[config.mk]
export PLATFORM = sky130hd
export DESIGN_NAME = multi_block_grid_index_mapper_core
export DESIGN_NICKNAME = d
export VERILOG_FILES = /design/src/design/mbgim_pkg.sv /design/src/design/mbgim_to_linear.sv /design/src/design/mbgim_to_local.sv /design/src/design/multi_block_grid_index_mapper_core.sv
export SDC_FILE = /design/constraint.sdc
export NUM_CORES = 1
export LEC_CHECK = 0
export BUFFER_PORTS_ARGS = -buffer_cell sky130_fd_sc_hd__buf_2
export CORE_MARGIN = 3
export CORE_UTILIZATION = 32
export CTS_BUF_LIST = sky130_fd_sc_hd__clkbuf_8
export CTS_CLUSTER_SIZE = 12
export DETAILED_ROUTE_END_ITERATION = 16
export PLACE_DENSITY_LB_ADDON = 0.25
export SLEW_MARGIN = 20
export SYNTH_ARGS = -nofsm -noshare
export SYNTH_HDL_FRONTEND = slang
export SYNTH_SLANG_ARGS = --single-unit
[constraint.sdc]
create_clock -name clock -period 23.6 [get_ports clock]
set_clock_uncertainty 0.05 [all_clocks]
set_input_delay 4.72 -clock clock [delete_from_list [all_inputs] [get_ports clock]]
set_output_delay 4.72 -clock clock [all_outputs]
set_load 0.05 [all_outputs]
[src/design/mbgim_pkg.sv]
`timescale 1ns / 1ps
// Package for the multi-block grid index mapper: grid constants, request and
// response payload types, opcode enum and the reciprocal constants for division.
// No dependencies.
package mbgim_pkg;

   // Grid geometry
   localparam int unsigned X_CELLS        = 192;
   localparam int unsigned Y_CELLS_BLOCK0 = 24;
   localparam int unsigned Y_CELLS_BLOCK1 = 36;
   localparam int unsigned Y_CELLS_BLOCK2 = 25;
   localparam int unsigned Y_CELLS_BLOCK3 = 8;
   localparam int unsigned Z_CELLS        = 160;
   localparam int unsigned NUM_BLOCKS     = 4;

   // Field widths
   localparam int unsigned OP_W  = 2;
   localparam int unsigned CX_W  = 8;
   localparam int unsigned CY_W  = 7;
   localparam int unsigned CZ_W  = 8;
   localparam int unsigned BLK_W = 2;
   localparam int unsigned LID_W = 22;

   typedef enum logic [OP_W-1:0] {
      OP_TO_LINEAR = 2'd0,
      OP_TO_LOCAL  = 2'd1,
      OP_SHIFTED   = 2'd2
   } opcode_type;

   typedef struct packed {
      opcode_type        opcode;
      logic [CX_W-1:0]   cell_x;
      logic [CY_W-1:0]   cell_y;
      logic [CZ_W-1:0]   cell_z;
      logic [BLK_W-1:0]  cell_block;
      logic [LID_W-1:0]  linear_id;
      logic [CX_W-1:0]   sample_x;
      logic [CZ_W-1:0]   sample_z;
      logic [CX_W-1:0]   origin_x;
      logic [CZ_W-1:0]   origin_z;
   } req_type;

   typedef struct packed {
      logic [LID_W-1:0]  out_linear_id;
      logic [CX_W-1:0]   out_x;
      logic [CY_W-1:0]   out_y;
      logic [CZ_W-1:0]   out_z;
      logic [BLK_W-1:0]  out_block;
      logic              range_error;
   } rsp_type;

   // Results passed from the mapping units to the top level
   typedef struct packed {
      logic [LID_W-1:0]  id;
      logic              err;
   } lin_res_type;

   typedef struct packed {
      logic [CX_W-1:0]   x;
      logic [CY_W-1:0]   y;
      logic [CZ_W-1:0]   z;
      logic [BLK_W-1:0]  blk;
      logic              err;
   } loc_res_type;

   // Elaboration-time trailing zero count
   function automatic int unsigned ctz(input int unsigned val);
      int unsigned n;
      n = 0;
      for (int i = 0; i < 31; i++) begin
         if (((val >> i) & 1) == 0 && n == i) begin
            n = n + 1;
         end
      end
      return n;
   endfunction

   // Per-block tables
   localparam int unsigned BLK_ROWS [NUM_BLOCKS] = '{
      Y_CELLS_BLOCK0, Y_CELLS_BLOCK1, Y_CELLS_BLOCK2, Y_CELLS_BLOCK3};
   localparam int unsigned BLK_YBASE [NUM_BLOCKS] = '{
      0,
      Y_CELLS_BLOCK0,
      Y_CELLS_BLOCK0 + Y_CELLS_BLOCK1,
      Y_CELLS_BLOCK0 + Y_CELLS_BLOCK1 + Y_CELLS_BLOCK2};
   // cells in one z plane of a block
   localparam int unsigned BLK_PLANE [NUM_BLOCKS] = '{
      BLK_ROWS[0] * X_CELLS, BLK_ROWS[1] * X_CELLS,
      BLK_ROWS[2] * X_CELLS, BLK_ROWS[3] * X_CELLS};
   localparam int unsigned BLK_START [NUM_BLOCKS] = '{
      BLK_YBASE[0] * X_CELLS * Z_CELLS, BLK_YBASE[1] * X_CELLS * Z_CELLS,
      BLK_YBASE[2] * X_CELLS * Z_CELLS, BLK_YBASE[3] * X_CELLS * Z_CELLS};
   localparam int unsigned BLK_END [NUM_BLOCKS] = '{
      BLK_START[0] + BLK_PLANE[0] * Z_CELLS, BLK_START[1] + BLK_PLANE[1] * Z_CELLS,
      BLK_START[2] + BLK_PLANE[2] * Z_CELLS, BLK_START[3] + BLK_PLANE[3] * Z_CELLS};

   // Division by constants: strip the power-of-two part of X_CELLS, then
   // multiply by ceil(2^K / d) with K = N + clog2(d), exact for N-bit values.
   localparam int unsigned X_SHIFT  = ctz(X_CELLS);
   localparam int unsigned X_ODD    = X_CELLS >> X_SHIFT;
   localparam int unsigned DIV_N    = LID_W - X_SHIFT;
   localparam int unsigned DIV_M_W  = DIV_N + 1;
   localparam int unsigned PROD_W   = DIV_N + DIV_M_W;
   localparam int unsigned SHAMT_W  = $clog2(PROD_W);

   localparam int unsigned T_K = DIV_N + $clog2(X_ODD);
   localparam longint unsigned T_M = ((64'd1 << T_K) + X_ODD - 1) / X_ODD;

   localparam int unsigned Z_DIV [NUM_BLOCKS] = '{
      BLK_ROWS[0] * X_ODD, BLK_ROWS[1] * X_ODD,
      BLK_ROWS[2] * X_ODD, BLK_ROWS[3] * X_ODD};
   localparam int unsigned Z_K [NUM_BLOCKS] = '{
      DIV_N + $clog2(Z_DIV[0]), DIV_N + $clog2(Z_DIV[1]),
      DIV_N + $clog2(Z_DIV[2]), DIV_N + $clog2(Z_DIV[3])};
   localparam longint unsigned Z_M [NUM_BLOCKS] = '{
      ((64'd1 << Z_K[0]) + Z_DIV[0] - 1) / Z_DIV[0],
      ((64'd1 << Z_K[1]) + Z_DIV[1] - 1) / Z_DIV[1],
      ((64'd1 << Z_K[2]) + Z_DIV[2] - 1) / Z_DIV[2],
      ((64'd1 << Z_K[3]) + Z_DIV[3] - 1) / Z_DIV[3]};

endpackage

[src/design/mbgim_to_linear.sv]
`timescale 1ns / 1ps
// Local (x, y, z, block) to linear id, with the optional periodic shift of the
// sample point by reference minus origin. Depends on mbgim_pkg.
module mbgim_to_linear (
   input  mbgim_pkg::req_type     req_in,
   output mbgim_pkg::lin_res_type res_out
);
   import mbgim_pkg::*;

   localparam int unsigned SX_W = CX_W + 2;
   localparam int unsigned SZ_W = CZ_W + 2;

   logic                    shifted;
   logic                    pre_ok;
   logic signed [SX_W-1:0]  sum_x;
   logic signed [SZ_W-1:0]  sum_z;
   logic [CX_W-1:0]         nx;
   logic [CZ_W-1:0]         nz;
   logic [CX_W-1:0]         x_sel;
   logic [CZ_W-1:0]         z_sel;
   logic [BLK_W-1:0]        blk;
   logic                    x_ok;
   logic                    z_ok;
   logic                    y_ok;
   logic [CY_W-1:0]         y_loc;

   assign shifted = (req_in.opcode == OP_SHIFTED);

   assign pre_ok = (32'(req_in.sample_x) < X_CELLS) && (32'(req_in.cell_x) < X_CELLS) &&
                   (32'(req_in.origin_x) < X_CELLS) && (32'(req_in.sample_z) < Z_CELLS) &&
                   (32'(req_in.cell_z) < Z_CELLS) && (32'(req_in.origin_z) < Z_CELLS);

   // single periodic wrap in x and z
   always_comb begin
      sum_x = $signed(SX_W'(req_in.sample_x)) + $signed(SX_W'(req_in.cell_x))
            - $signed(SX_W'(req_in.origin_x));
      priority if (sum_x < 0) begin
         nx = CX_W'(sum_x + $signed(SX_W'(X_CELLS)));
      end else if (sum_x >= $signed(SX_W'(X_CELLS))) begin
         nx = CX_W'(sum_x - $signed(SX_W'(X_CELLS)));
      end else begin
         nx = CX_W'(sum_x);
      end

      sum_z = $signed(SZ_W'(req_in.sample_z)) + $signed(SZ_W'(req_in.cell_z))
            - $signed(SZ_W'(req_in.origin_z));
      priority if (sum_z < 0) begin
         nz = CZ_W'(sum_z + $signed(SZ_W'(Z_CELLS)));
      end else if (sum_z >= $signed(SZ_W'(Z_CELLS))) begin
         nz = CZ_W'(sum_z - $signed(SZ_W'(Z_CELLS)));
      end else begin
         nz = CZ_W'(sum_z);
      end
   end

   assign x_sel = shifted ? nx : req_in.cell_x;
   assign z_sel = shifted ? nz : req_in.cell_z;
   assign blk   = req_in.cell_block;

   assign x_ok  = 32'(x_sel) < X_CELLS;
   assign z_ok  = 32'(z_sel) < Z_CELLS;
   assign y_ok  = (32'(req_in.cell_y) >= BLK_YBASE[blk]) &&
                  (32'(req_in.cell_y) < BLK_YBASE[blk] + BLK_ROWS[blk]);
   assign y_loc = CY_W'(req_in.cell_y - CY_W'(BLK_YBASE[blk]));

   // id = start + z * plane + y_local * X + x; products are independent
   assign res_out.id = LID_W'(BLK_START[blk])
                     + LID_W'(LID_W'(z_sel) * LID_W'(BLK_PLANE[blk]))
                     + LID_W'(LID_W'(y_loc) * LID_W'(X_CELLS))
                     + LID_W'(x_sel);
   assign res_out.err = !(x_ok && z_ok && y_ok && (!shifted || pre_ok));

endmodule

[src/design/mbgim_to_local.sv]
`timescale 1ns / 1ps
// Linear id to local (x, global y, z, block): block select by bounds compare,
// then constant divisions by reciprocal multiply. Depends on mbgim_pkg.
module mbgim_to_local (
   input  logic [mbgim_pkg::LID_W-1:0] linear_id,
   output mbgim_pkg::loc_res_type      res_out
);
   import mbgim_pkg::*;

   logic [BLK_W-1:0]   blk;
   logic [LID_W-1:0]   loc;
   logic [DIV_N-1:0]   v;
   logic [PROD_W-1:0]  t_prod;
   logic [PROD_W-1:0]  z_prod;
   logic [SHAMT_W-1:0] z_shamt;
   logic [DIV_N-1:0]   t;
   logic [CZ_W-1:0]    z;
   logic [DIV_N-1:0]   y_loc;

   always_comb begin
      priority if (32'(linear_id) < BLK_END[0]) begin
         blk = BLK_W'(0);
      end else if (32'(linear_id) < BLK_END[1]) begin
         blk = BLK_W'(1);
      end else if (32'(linear_id) < BLK_END[2]) begin
         blk = BLK_W'(2);
      end else begin
         blk = BLK_W'(3);
      end
   end

   assign loc = linear_id - LID_W'(BLK_START[blk]);
   assign v   = loc[LID_W-1:X_SHIFT];

   // t = loc / X_CELLS, z = loc / (rows * X_CELLS), computed side by side
   assign t_prod  = PROD_W'(v) * PROD_W'(T_M);
   assign t       = DIV_N'(t_prod >> T_K);
   assign z_prod  = PROD_W'(v) * PROD_W'(Z_M[blk]);
   assign z_shamt = SHAMT_W'(Z_K[blk]);
   assign z       = CZ_W'(z_prod >> z_shamt);

   assign y_loc = DIV_N'(t - DIV_N'(DIV_N'(z) * DIV_N'(BLK_ROWS[blk])));

   assign res_out.x   = CX_W'(loc - LID_W'(LID_W'(t) * LID_W'(X_CELLS)));
   assign res_out.y   = CY_W'(y_loc + DIV_N'(BLK_YBASE[blk]));
   assign res_out.z   = z;
   assign res_out.blk = blk;
   assign res_out.err = 32'(linear_id) >= BLK_END[NUM_BLOCKS-1];

endmodule

[src/design/multi_block_grid_index_mapper_core.sv]
`timescale 1ns / 1ps
// Multi-block grid index mapper, top level: input register, the two mapping
// units and the response register. Depends on mbgim_pkg, mbgim_to_linear, mbgim_to_local.
//
// Usage:
//   req_* channel: valid/ready; one request per transfer on req_data. The opcode
//   picks local-to-linear, linear-to-local or the periodic shifted sample id.
//   rsp_* channel: valid/ready; exactly one response per request, in order.
//   Fields an opcode does not produce are zero; an index outside the grid or
//   an unused opcode gives range_error = 1 with all other fields zero.
// Timing: a request taken is held in the input register, mapped in a single
//   combinational pass and then captured in the response register.
// Throughput: one request per cycle while rsp_ready does not stall the response register;
//   the arithmetic between the two registers is constant multiplies, adds, subtracts and compares.
// Reset: synchronous, active high; empties both pipeline registers. The block
//   has no other state.
// Stall: while rsp_ready is low with a response held, the input register
//   still takes one more request; req_ready then drops until the response
//   register frees up. Nothing is dropped or repeated.
module multi_block_grid_index_mapper_core (
   input  logic               clock,
   input  logic               reset,
   input  logic               req_valid,
   output logic               req_ready,
   input  mbgim_pkg::req_type req_data,
   output logic               rsp_valid,
   input  logic               rsp_ready,
   output mbgim_pkg::rsp_type rsp_data
);
   import mbgim_pkg::*;

   logic        req_vld_ff;
   logic        req_vld_in;
   req_type     req_ff;
   logic        rsp_vld_ff;
   logic        rsp_vld_in;
   rsp_type     rsp_ff;
   rsp_type     rsp_in;
   logic        advance;
   lin_res_type lin_res;
   loc_res_type loc_res;

   assign advance    = !rsp_vld_ff || rsp_ready;
   assign req_ready  = !req_vld_ff || advance;
   assign req_vld_in = req_ready ? req_valid : req_vld_ff;
   assign rsp_vld_in = advance ? req_vld_ff : rsp_vld_ff;

   always_ff @(posedge clock) begin
      if (reset) begin
         req_vld_ff <= 1'b0;
         rsp_vld_ff <= 1'b0;
      end else begin
         req_vld_ff <= req_vld_in;
         rsp_vld_ff <= rsp_vld_in;
      end
   end

   always_ff @(posedge clock) begin
      if (req_valid && req_ready) begin
         req_ff <= req_data;
      end
      if (advance && req_vld_ff) begin
         rsp_ff <= rsp_in;
      end
   end

   mbgim_to_linear u_to_linear (
      .req_in  (req_ff),
      .res_out (lin_res)
   );

   mbgim_to_local u_to_local (
      .linear_id (req_ff.linear_id),
      .res_out   (loc_res)
   );

   always_comb begin
      rsp_in = '0;
      unique case (req_ff.opcode)
         OP_TO_LINEAR, OP_SHIFTED: begin
            if (lin_res.err) begin
               rsp_in.range_error = 1'b1;
            end else begin
               rsp_in.out_linear_id = lin_res.id;
            end
         end
         OP_TO_LOCAL: begin
            if (loc_res.err) begin
               rsp_in.range_error = 1'b1;
            end else begin
               rsp_in.out_x     = loc_res.x;
               rsp_in.out_y     = loc_res.y;
               rsp_in.out_z     = loc_res.z;
               rsp_in.out_block = loc_res.blk;
            end
         end
         default: begin
            rsp_in.range_error = 1'b1;
         end
      endcase
   end

   assign rsp_valid = rsp_vld_ff;
   assign rsp_data  = rsp_ff;

endmodule
==> metrics.md, run 1 <==
| Metric | Value |
|---|---|
| Main combinational cell family by area after synthesis | adder cells |
| H-tree Lvls | 4 |
| Final non-filler cell total | 3241 |
| Post-Place Cell Area | 23660 um2 |
| Buffer count from post-CTS setup fixing | 0 |
| CP max FO | 22 |
| Worst Setup End Kind | flip-flop |
| Mapped Nets | 2974 |
| Initial Util | 32.46% |
| Slew Viols, Final | 0 |
| Primary FF master, synth | edfxtp_1 |
| Worst path arrival time | 16.03 ns |
| Final core occ | 35.68% |
| Num ports | 135 |
| CTS buffer count | 17 |
| Core Area | 67400 um2 |
| Clock Root Buffer | clkbuf_8 |
| Slew HR | 37.15% |
| Fraction of layout cells with a size suffix above 1 | 9.294% |
| CP Buf/Inv Count | 10 |
| CTS Sinks | 131 |
| Adder-cell share of the synthesized area | 50.48% |
| Vias in the first global route | 16757 |
| Setup TNS | 0 ns |
| Drt drc | 0 |
| Hold Vio Cnt, Final | 0 |
| Die ar. | 71550 um2 |
| Worst-path clk slew | 0.10 ns |
| Path depth of the worst reg2reg path | 54 |
| PostCTS Resize Cnt | 0 |
| Synth unique cells | 80 |
| Post-synth EDFFs | 129 |
| Via count | 15322 |
| Req. time, crit path | 23.96 ns |
| Clock buffer depth | 2 |
| Initial antenna violation count | 1 |
| Placed Cells | 3208 |
| Largest net degree at the start of global routing | 51 |
| DR vias/cell | 4.728 |
| Post-route cell area | 24050 um2 |
| Die width | 267.5 um |
| Synth Area in Compound Gates | 7.102% |
| GPL Wtd Cong | 0.9198 |
| Syn Inst Count | 2218 |
| Yosys warning count | 0 |
| Startpoint Class | flip-flop |
| Crit-path leading delay family | adder cells |
| First-pass DRT Iterations | 5 |
| Chip height | 267.5 um |
| Hold path depth | 2 |
| Avg Cell Area, Syn | 9.865 um2 |
| GRT Total Usage | 17.43% |
| Worst Setup Path Type | reg2reg |
| IO Port Bufs | 134 |
| Fmax | 63.80 MHz |
| Most used cell, CP | xnor2_1 |
| HPWL after DPL | 49800 um |
| First-pass GRT wire length | 93920 um |
| Final setup violation count | 0 |
| Mux share of post-synthesis cell area | 0.1430% |
| HP Class | reg2reg |
| Actual slew at the worst max-slew pin | 0.9361 ns |
| RSZ-0062 raised after global routing | false |
| Total wire length | 59010 um |
| Seq/Total Area, Yosys | 17.89% |
| TritonCTS clock tree | built |
| Drt wl/cell | 18.21 um |
| Fin nets | 3110 |
| DR iter-0 viols | 824 |
| Critical path's slowest cell | ha_1 |
| Status | finished, final reports clean |
| Hold-fix buffers, CTS | 0 |
| Async set-reset flop share out of synthesis | 0% |
| Post-Synth XOR/XNOR Area | 3.843% |
| Synth Register Bits | 131 |
| Max-Cap Viols | 0 |
| Simple-gate area share of the yosys netlist | 9.436% |
| Final ANT Viol Nets | 0 |
| Fillers | 6788 |
| Min cycle time layout | 15.67 ns |
| Levels on crit path | 54 |
| CP max stage delay | 0.62 ns |
| P&R area growth vs syn | 9.899% |
| Rows | 95 |
| Clk_lat worst skew | 0.54 ns |
| Post-Syn Area | 21880 um2 |
| Total gr overflow | 0 |
| Fin crit share | 66.41% |
## through the flow
step,hold slack [ns],setup slack [ns]
after global placement,0.4496,8.446
after detailed placement,0.4851,7.964
final,0.4935,7.926
after global routing,0.5103,6.936
after CTS,0.4915,7.890
after floorplan,0.4278,10.16
## routing by layer
layer | vias up | wire length (um) | global-route usage [%]
met5 | - | 0 | 0
met4 | 0 | 1795 | 5.910
met3 | 89 | 3466 | 3.473
met2 | 477 | 28400 | 29.58
met1 | 7570 | 25350 | 22.24
li1 | 7186 | - | -
## synthesized netlist by cell type, types with 3 or more instances
library cell  instances  area [um2]
nand3_1              11       55.05
o31ai_1               4       30.03
a211o_1               3       26.28
nand4_1               4       25.02
or2_2                 8       50.05
a211oi_1              8       60.06
a31oi_1              11       68.82
o41ai_1               4       35.03
clkinv_1              3       11.26
o22ai_1               3       18.77
o21a_1               11       82.58
nor3b_1               3       22.52
buf_1                 3       11.26
nand2b_1             26       162.7
xor2_1               24       210.2
a31o_2                4       35.03
clkbuf_1             30       112.6
o21ai_0              24       120.1
nor2_1              176       660.6
buf_2                 4       20.02
nand3b_1              3       22.52
xnor2_1              65       569.3
a21oi_1              67       335.3
o21bai_1             12       90.09
nor2b_1              16       100.1
and3_1               10       62.56
nor3_1               15       75.07
and2_1               18       112.6
o211ai_1              8       60.06
fa_1                353        7067
a21o_1               28       210.2
inv_1               598        2245
ha_1                318        3979
nor4_1                5       31.28
or3_1                 9       56.30
edfxtp_1            129        3874
nand2_1             143       536.8
a2111oi_0             3       26.28
## kinds of logic after synthesis
family,Yosys count
simple gates,457
compound gates,222
xor+xnor,92
other cells,1
mux,3
fa+ha+maj,671
buf+inv,641
flops,131
## worst paths after layout
path	startpoint	slack [ns]	end
max reg2reg	req_ff[48]	7.93	rsp_data[17]
min reg2reg	req_ff[36]	0.49	rsp_data[22]
max	req_ff[48]	7.93	rsp_data[17]
min	req_ff[36]	0.49	rsp_data[22]
## worst reg2reg max path, delay by kind of cell, from the launching register on
family,cells,cell delay (ns)
AO/OA/AOI/OAI,7,1.67
XOR/XNOR,13,2.54
adder cells (fa/ha/maj),13,6.14
buffers and inverters,10,2.37
flip-flops,1,0.46
AND/OR/NAND/NOR,11,2.31
## flip-flops by register name, summed over array words and instances (netlist names)
name and flops:
rsp_valid 1, rsp_data 48, req_vld_ff 1, req_ff 81
## cells in the final DEF (no fill, tap or decap), types with 8 or more instances in the layout
cell	netlist	layout
inv_1	598	599
fa_1	353	353
ha_1	318	318
nor2_1	176	176
nand2_1	143	143
buf_2	4	134
edfxtp_1	129	129
a21oi_1	67	67
xnor2_1	65	65
a21o_1	28	28
nand2b_1	26	26
o21ai_0	24	24
xor2_1	24	24
buf_4	2	23
and2_1	18	17
clkbuf_8	0	17
nor2b_1	16	15
nor3_1	15	15
o21bai_1	12	12
nand3_1	11	11
o21a_1	11	11
a31oi_1	11	11
and3_1	10	10
or3_1	9	9
o211ai_1	8	8
or2_2	8	8
a211oi_1	8	8
## cell type report
class,count,area [um2],area share [%]
inverter,601,2256,9.382
tap,873,1092,4.543
clock inverter,15,146.4,0.6088
multi-input combinational,1446,15560,64.70
antenna,1,2.502,0.01041
clock buffer,17,234.0,0.9730
sequential,131,3914,16.28
timing repair buffer,157,843.3,3.507
Power of run 1 is not shown: default switching activity piles up to over one toggle a cycle in this logic, so the estimate is an artifact.
==> run 2: changes to the inputs <==
==> constraint.sdc (replaced) <==
create_clock -name clock -period 12.9 [get_ports clock]
set_clock_uncertainty 0.05 [all_clocks]
set_input_delay 2.58 -clock clock [delete_from_list [all_inputs] [get_ports clock]]
set_output_delay 2.58 -clock clock [all_outputs]
set_load 0.05 [all_outputs]
==> run 2 against run 1 <==
Count of clock-buffer cells in the layout is 2 higher. Routed wire length rose by 1.6%. Flip-flop and latch count unchanged. Cell area grew 4.5%.
==> metrics.md, run 2 (same netlist as run 1, synthesis figures left out) <==
| Metric | Value |
|---|---|
| Worst path arrival time | 12.56 ns |
| Clock Root Buffer | clkbuf_8 |
| First-pass GRT wire length | 94510 um |
| Initial antenna violation count | 1 |
| Worst Setup Path Type | reg2reg |
| Fillers | 6736 |
| Fin nets | 3194 |
| Hold Path Sink | rsp_valid |
| Total wire length | 59980 um |
| Drt wl/cell | 18.04 um |
| HP Class | reg2reg |
| H-tree Lvls | 4 |
| GRT Total Usage | 17.47% |
| Global-route met2 utilization | 28.86% |
| Total gr overflow | 0 |
| Most used cell, CP | inv_1 |
| IO Port Bufs | 134 |
| Req. time, crit path | 13.25 ns |
| Met1 Use GR | 23.35% |
| Final core occ | 37.30% |
| CP max FO | 5 |
| Max-Cap Viols | 0 |
| Worst Setup End Kind | flip-flop |
| Num ports | 135 |
| Slew HR | 32.34% |
| Most frequent cells in the layout | inv_1 (593), fa_1 (347), ha_1 (310), nor2_1 (165), nand2_1 (139) |
| Chip height | 267.5 um |
| Drt drc | 0 |
| HPWL after DPL | 50520 um |
| Placed Cells | 3263 |
| Reg2Reg Setup Slack | 0.69 ns |
| CP max stage delay | 0.58 ns |
| Fraction of layout cells with a size suffix above 1 | 15.30% |
| Fmax | 81.87 MHz |
| Max FFs per register | 81 |
| Hold_sp | req_vld_ff |
| Min cycle time layout | 12.21 ns |
| Fin crit share | 94.68% |
| Via count | 15608 |
| Commonest non-fill, non-tap cell in the layout | inv_1 |
| Actual slew at the worst max-slew pin | 1.015 ns |
| Core Area | 67400 um2 |
| Biggest register | req_ff |
| Critical path's slowest cell | fa_1 |
| Final ANT Viol Nets | 0 |
| Worst-path clk slew | 0.09 ns |
| Rows | 95 |
| Die ar. | 71550 um2 |
| GPL Wtd Cong | 0.9023 |
| Reg-to-Reg Start | req_ff[49] |
| Path depth of the worst reg2reg path | 58 |
| Largest net degree at the start of global routing | 54 |
| CTS Sinks | 131 |
| Grt peak-use layer | met2 |
| TritonCTS clock tree | built |
| Worst reg2reg endpoint | rsp_data[17] |
| Met3 Resource Use GR | 3.252% |
| Final non-filler cell total | 3324 |
| DR iter-0 viols | 864 |
| Startpoint Class | flip-flop |
| Status | finished, final reports clean |
| Initial Util | 32.46% |
| Clock buffer depth | 2 |
| Slew Viols, Final | 0 |
| Clk_lat worst skew | 0.53 ns |
| Hold Vio Cnt, Final | 0 |
| P&R area growth vs syn | 14.89% |
| Die width | 267.5 um |
| Final setup violation count | 0 |
| Hold path depth | 2 |
| CTS buffer count | 17 |
| Vias in the first global route | 16947 |
| Ant. Diodes | 0 |
| Hold-fix buffers, CTS | 0 |
| DR vias/cell | 4.696 |
| First-pass DRT Iterations | 5 |
==> run 2: cell types whose count changed in the layout (fill, tap and decap cells not counted), sizes merged <==
cell      previous run  this run
clkinvlp             4         3
bufinv               1         2
diode                1         0
buf                157       241
clkbuf              17        19
inv                607       605
==> run 2: layout make-up <==
cell class                      instances  area [um2]  share of cell area, %
Clock buffer                           19       261.5                  1.040
Clock inverter                         13       145.1                 0.5774
Inverter                              601        2262                  8.999
Multi-Input combinational cell       1446       15940                  63.41
Sequential cell                       131        3914                  15.57
Tap cell                              873        1092                  4.345
Timing Repair Buffer                  241        1523                  6.057
==> run 2: repair_timing <==
action / 4_1_cts / 5_1_grt
pin swaps: 0 / 70
setup buffers: 0 / 29
hold endpoints to repair: 0 / 0
gates resized for setup: 4 / 80
endpoints found under the setup margin: 1 / 1
==> run 2: how the worst max path moves through the flow <==
stage                     from           end
finish              req_ff[49]  rsp_data[17]
global route        req_ff[47]  rsp_data[17]
CTS                 req_ff[49]  rsp_data[17]
detailed placement  req_ff[46]  rsp_data[17]
global placement    req_ff[46]  rsp_data[17]
floorplan           req_ff[48]  rsp_data[17]
==> run 2: through the flow <==
step | setup TNS [ns] | hold slack [ns] | setup WS (ns) | cell area (um2)
3_5_place_dp | -0.1164 | 0.4781 | -0.1164 | 24110
3_3_place_gp | -0.002697 | 0.4578 | -0.002697 | 24110
2_1_floorplan | 0 | 0.4278 | 0.01898 | 21910
6_report | 0 | 0.4906 | 0.6862 | 25140
5_1_grt | -0.04085 | 0.5311 | -0.04085 | 25140
4_1_cts | 0 | 0.4880 | 0.04070 | 24530
==> run 2: worst max-delay path: cells and delay by family (launching register included) <==
family                   cells  cell delay [ns]
flip-flops                   1             0.45
AO/OA/AOI/OAI               10             1.73
adder cells (fa/ha/maj)     14             5.80
XOR/XNOR                     8             1.39
buffers and inverters       16             1.43
AND/OR/NAND/NOR             10             1.20
==> run 2: per-layer routing <==
| metal | wire length (um) | part of all wire [%] |
|---|---|---|
| met1 | 27070 | 45 |
| met2 | 28310 | 47 |
| met3 | 3163 | 5.3 |
| met4 | 1424 | 2.4 |
| met5 | 0 | 0 |
Power of run 2 is left out for the same reason.
==> run 3: changes to the inputs <==
--- a/config.mk
+++ b/config.mk
@@ -6,6 +6,7 @@
 export NUM_CORES = 1
 export LEC_CHECK = 0
 export BUFFER_PORTS_ARGS = -buffer_cell sky130_fd_sc_hd__buf_2
+export CORE_ASPECT_RATIO = 1.1
 export CORE_MARGIN = 3
 export CORE_UTILIZATION = 32
 export CTS_BUF_LIST = sky130_fd_sc_hd__clkbuf_8
==> run 3 against run 2 <==
Non-clock buffer count fell by 34. Register-to-register slack got worse by 0.11 ns. Core utilization fell by 0.34 points. Routed wire length fell by 3.0%. Maximum frequency fell by 0.91%. Worst setup slack got worse by 0.11 ns.
==> metrics.md, run 3 (same netlist as run 1, synthesis figures left out) <==
| Metric | Value |
|---|---|
| Fin crit share | 95.55% |
| GRT Total Usage | 16.94% |
| Clock buffer depth | 2 |
| TritonCTS clock tree | built |
| Fin nets | 3160 |
| Worst Setup Path Type | reg2reg |
| Num ports | 135 |
| Startpoint Class | flip-flop |
| Hold Vio Cnt, Final | 0 |
| Largest net degree at the start of global routing | 82 |
| P&R area growth vs syn | 13.19% |
| Via count | 15461 |
| Chip height | 280.2 um |
| H-tree Lvls | 4 |
| Total wire length | 58150 um |
| Total gr overflow | 0 |
| Reg-to-Reg Start | req_ff[47] |
| CTS buffer count | 17 |
| Commonest non-fill, non-tap cell in the layout | inv_1 |
| Placed Cells | 3276 |
| Final setup violation count | 0 |
| Max-Cap Viols | 0 |
| Final non-filler cell total | 3327 |
| Die width | 255.3 um |
| Biggest register | req_ff |
| Most frequent cells in the layout | inv_1 (598), fa_1 (350), ha_1 (313), nor2_1 (168), nand2_1 (139) |
| DR iter-0 viols | 733 |
| IO Port Bufs | 134 |
| Final ANT Viol Nets | 0 |
| HP Class | reg2reg |
| Actual slew at the worst max-slew pin | 1.055 ns |
| Hold Path Sink | rsp_valid |
| Clk_lat worst skew | 0.51 ns |
| Most used cell, CP | xnor2_1 |
| Reg2Reg Setup Slack | 0.57 ns |
| Req. time, crit path | 13.21 ns |
| Path depth of the worst reg2reg path | 53 |
| Slew Viols, Final | 0 |
| Core Area | 67010 um2 |
| Drt wl/cell | 17.48 um |
| Worst slack, placed | -0.1861 ns |
| Clock Root Buffer | clkbuf_8 |
| Initial Util | 32.65% |
| Worst path arrival time | 12.64 ns |
| First-pass GRT wire length | 93760 um |
| CP max FO | 5 |
| Slew HR | 29.68% |
| Fmax | 81.13 MHz |
| Worst reg2reg endpoint | rsp_data[17] |
| Min cycle time layout | 12.33 ns |
| Hold path depth | 2 |
| First-pass DRT Iterations | 5 |
| Critical path's slowest cell | fa_1 |
| Fraction of layout cells with a size suffix above 1 | 13.07% |
| Worst setup margin | 0.5738 ns |
| Worst-path clk slew | 0.08 ns |
| Die ar. | 71550 um2 |
| GPL Wtd Cong | 0.8722 |
| HPWL after DPL | 49100 um |
| Hold_sp | req_vld_ff |
| Max FFs per register | 81 |
| Worst Setup End Kind | flip-flop |
| Drt drc | 0 |
| DR vias/cell | 4.647 |
| Status | finished, final reports clean |
| CTS Sinks | 131 |
| Vias in the first global route | 17482 |
| CP max stage delay | 0.55 ns |
| Initial antenna violation count | 1 |
| Rows | 99 |
[run 3: worst max-delay path: cells and delay by family (launching register included)]
family	cells	cell delay [ns]
fa+ha+maj	13	5.57
flops	1	0.44
simple gates	10	1.55
compound gates	10	1.73
buf+inv	8	0.83
xor+xnor	12	2.00
[run 3: worst max-delay path by stage]
stage / start / endpoint / slack (ns) / depth (start not counted)
after floorplan: req_ff[48] / rsp_data[17] / 0.02 / 53
after global placement: req_ff[48] / rsp_data[17] / 0.07 / 55
after detailed placement: req_ff[47] / rsp_data[17] / -0.19 / 53
after CTS: req_ff[47] / rsp_data[17] / 0.007 / 57
after global routing: req_ff[47] / rsp_data[17] / -0.06 / 52
final: req_ff[47] / rsp_data[17] / 0.57 / 53
[run 3: layout make-up]
class	instances	area, um2
clock inverter	15	161.4
clock buffer	17	234.0
fill	6759	42250
antenna	1	2.502
timing repair buffer	207	1250
sequential	131	3914
tap	909	1137
inverter	601	2258
multi-input combinational	1446	15810
[run 3: through the flow]
stage	utilization, %	cell area (um2)	hold WS [ns]	setup TNS, ns
global route	36.96	24770	0.5105	-0.05631
finish	36.96	24770	0.4638	0
CTS	36.40	24390	0.4725	0
global placement	35.78	23980	0.4516	0
floorplan	-	21910	0.4278	0
detailed placement	35.78	23980	0.4754	-0.1861
[run 3: what timing repair did]
action | 4_1_cts | 5_1_grt
setup endpoints to repair | 1 | 1
hold buffers | 0 | 0
setup buffers | 0 | 17
endpoints found under the hold margin | 0 | 0
pin swaps | 0 | 35
gates cloned | 0 | 0
resized for setup | 4 | 56
[run 3: layer usage]
metal,vias up,track usage [%],wire length [um]
li1,7280,-,-
met1,7710,20.58,24730
met2,373,30.35,28690
met3,98,2.067,2459
met4,0,7.206,2268
met5,-,0,0
Power of run 3 is left out for the same reason.
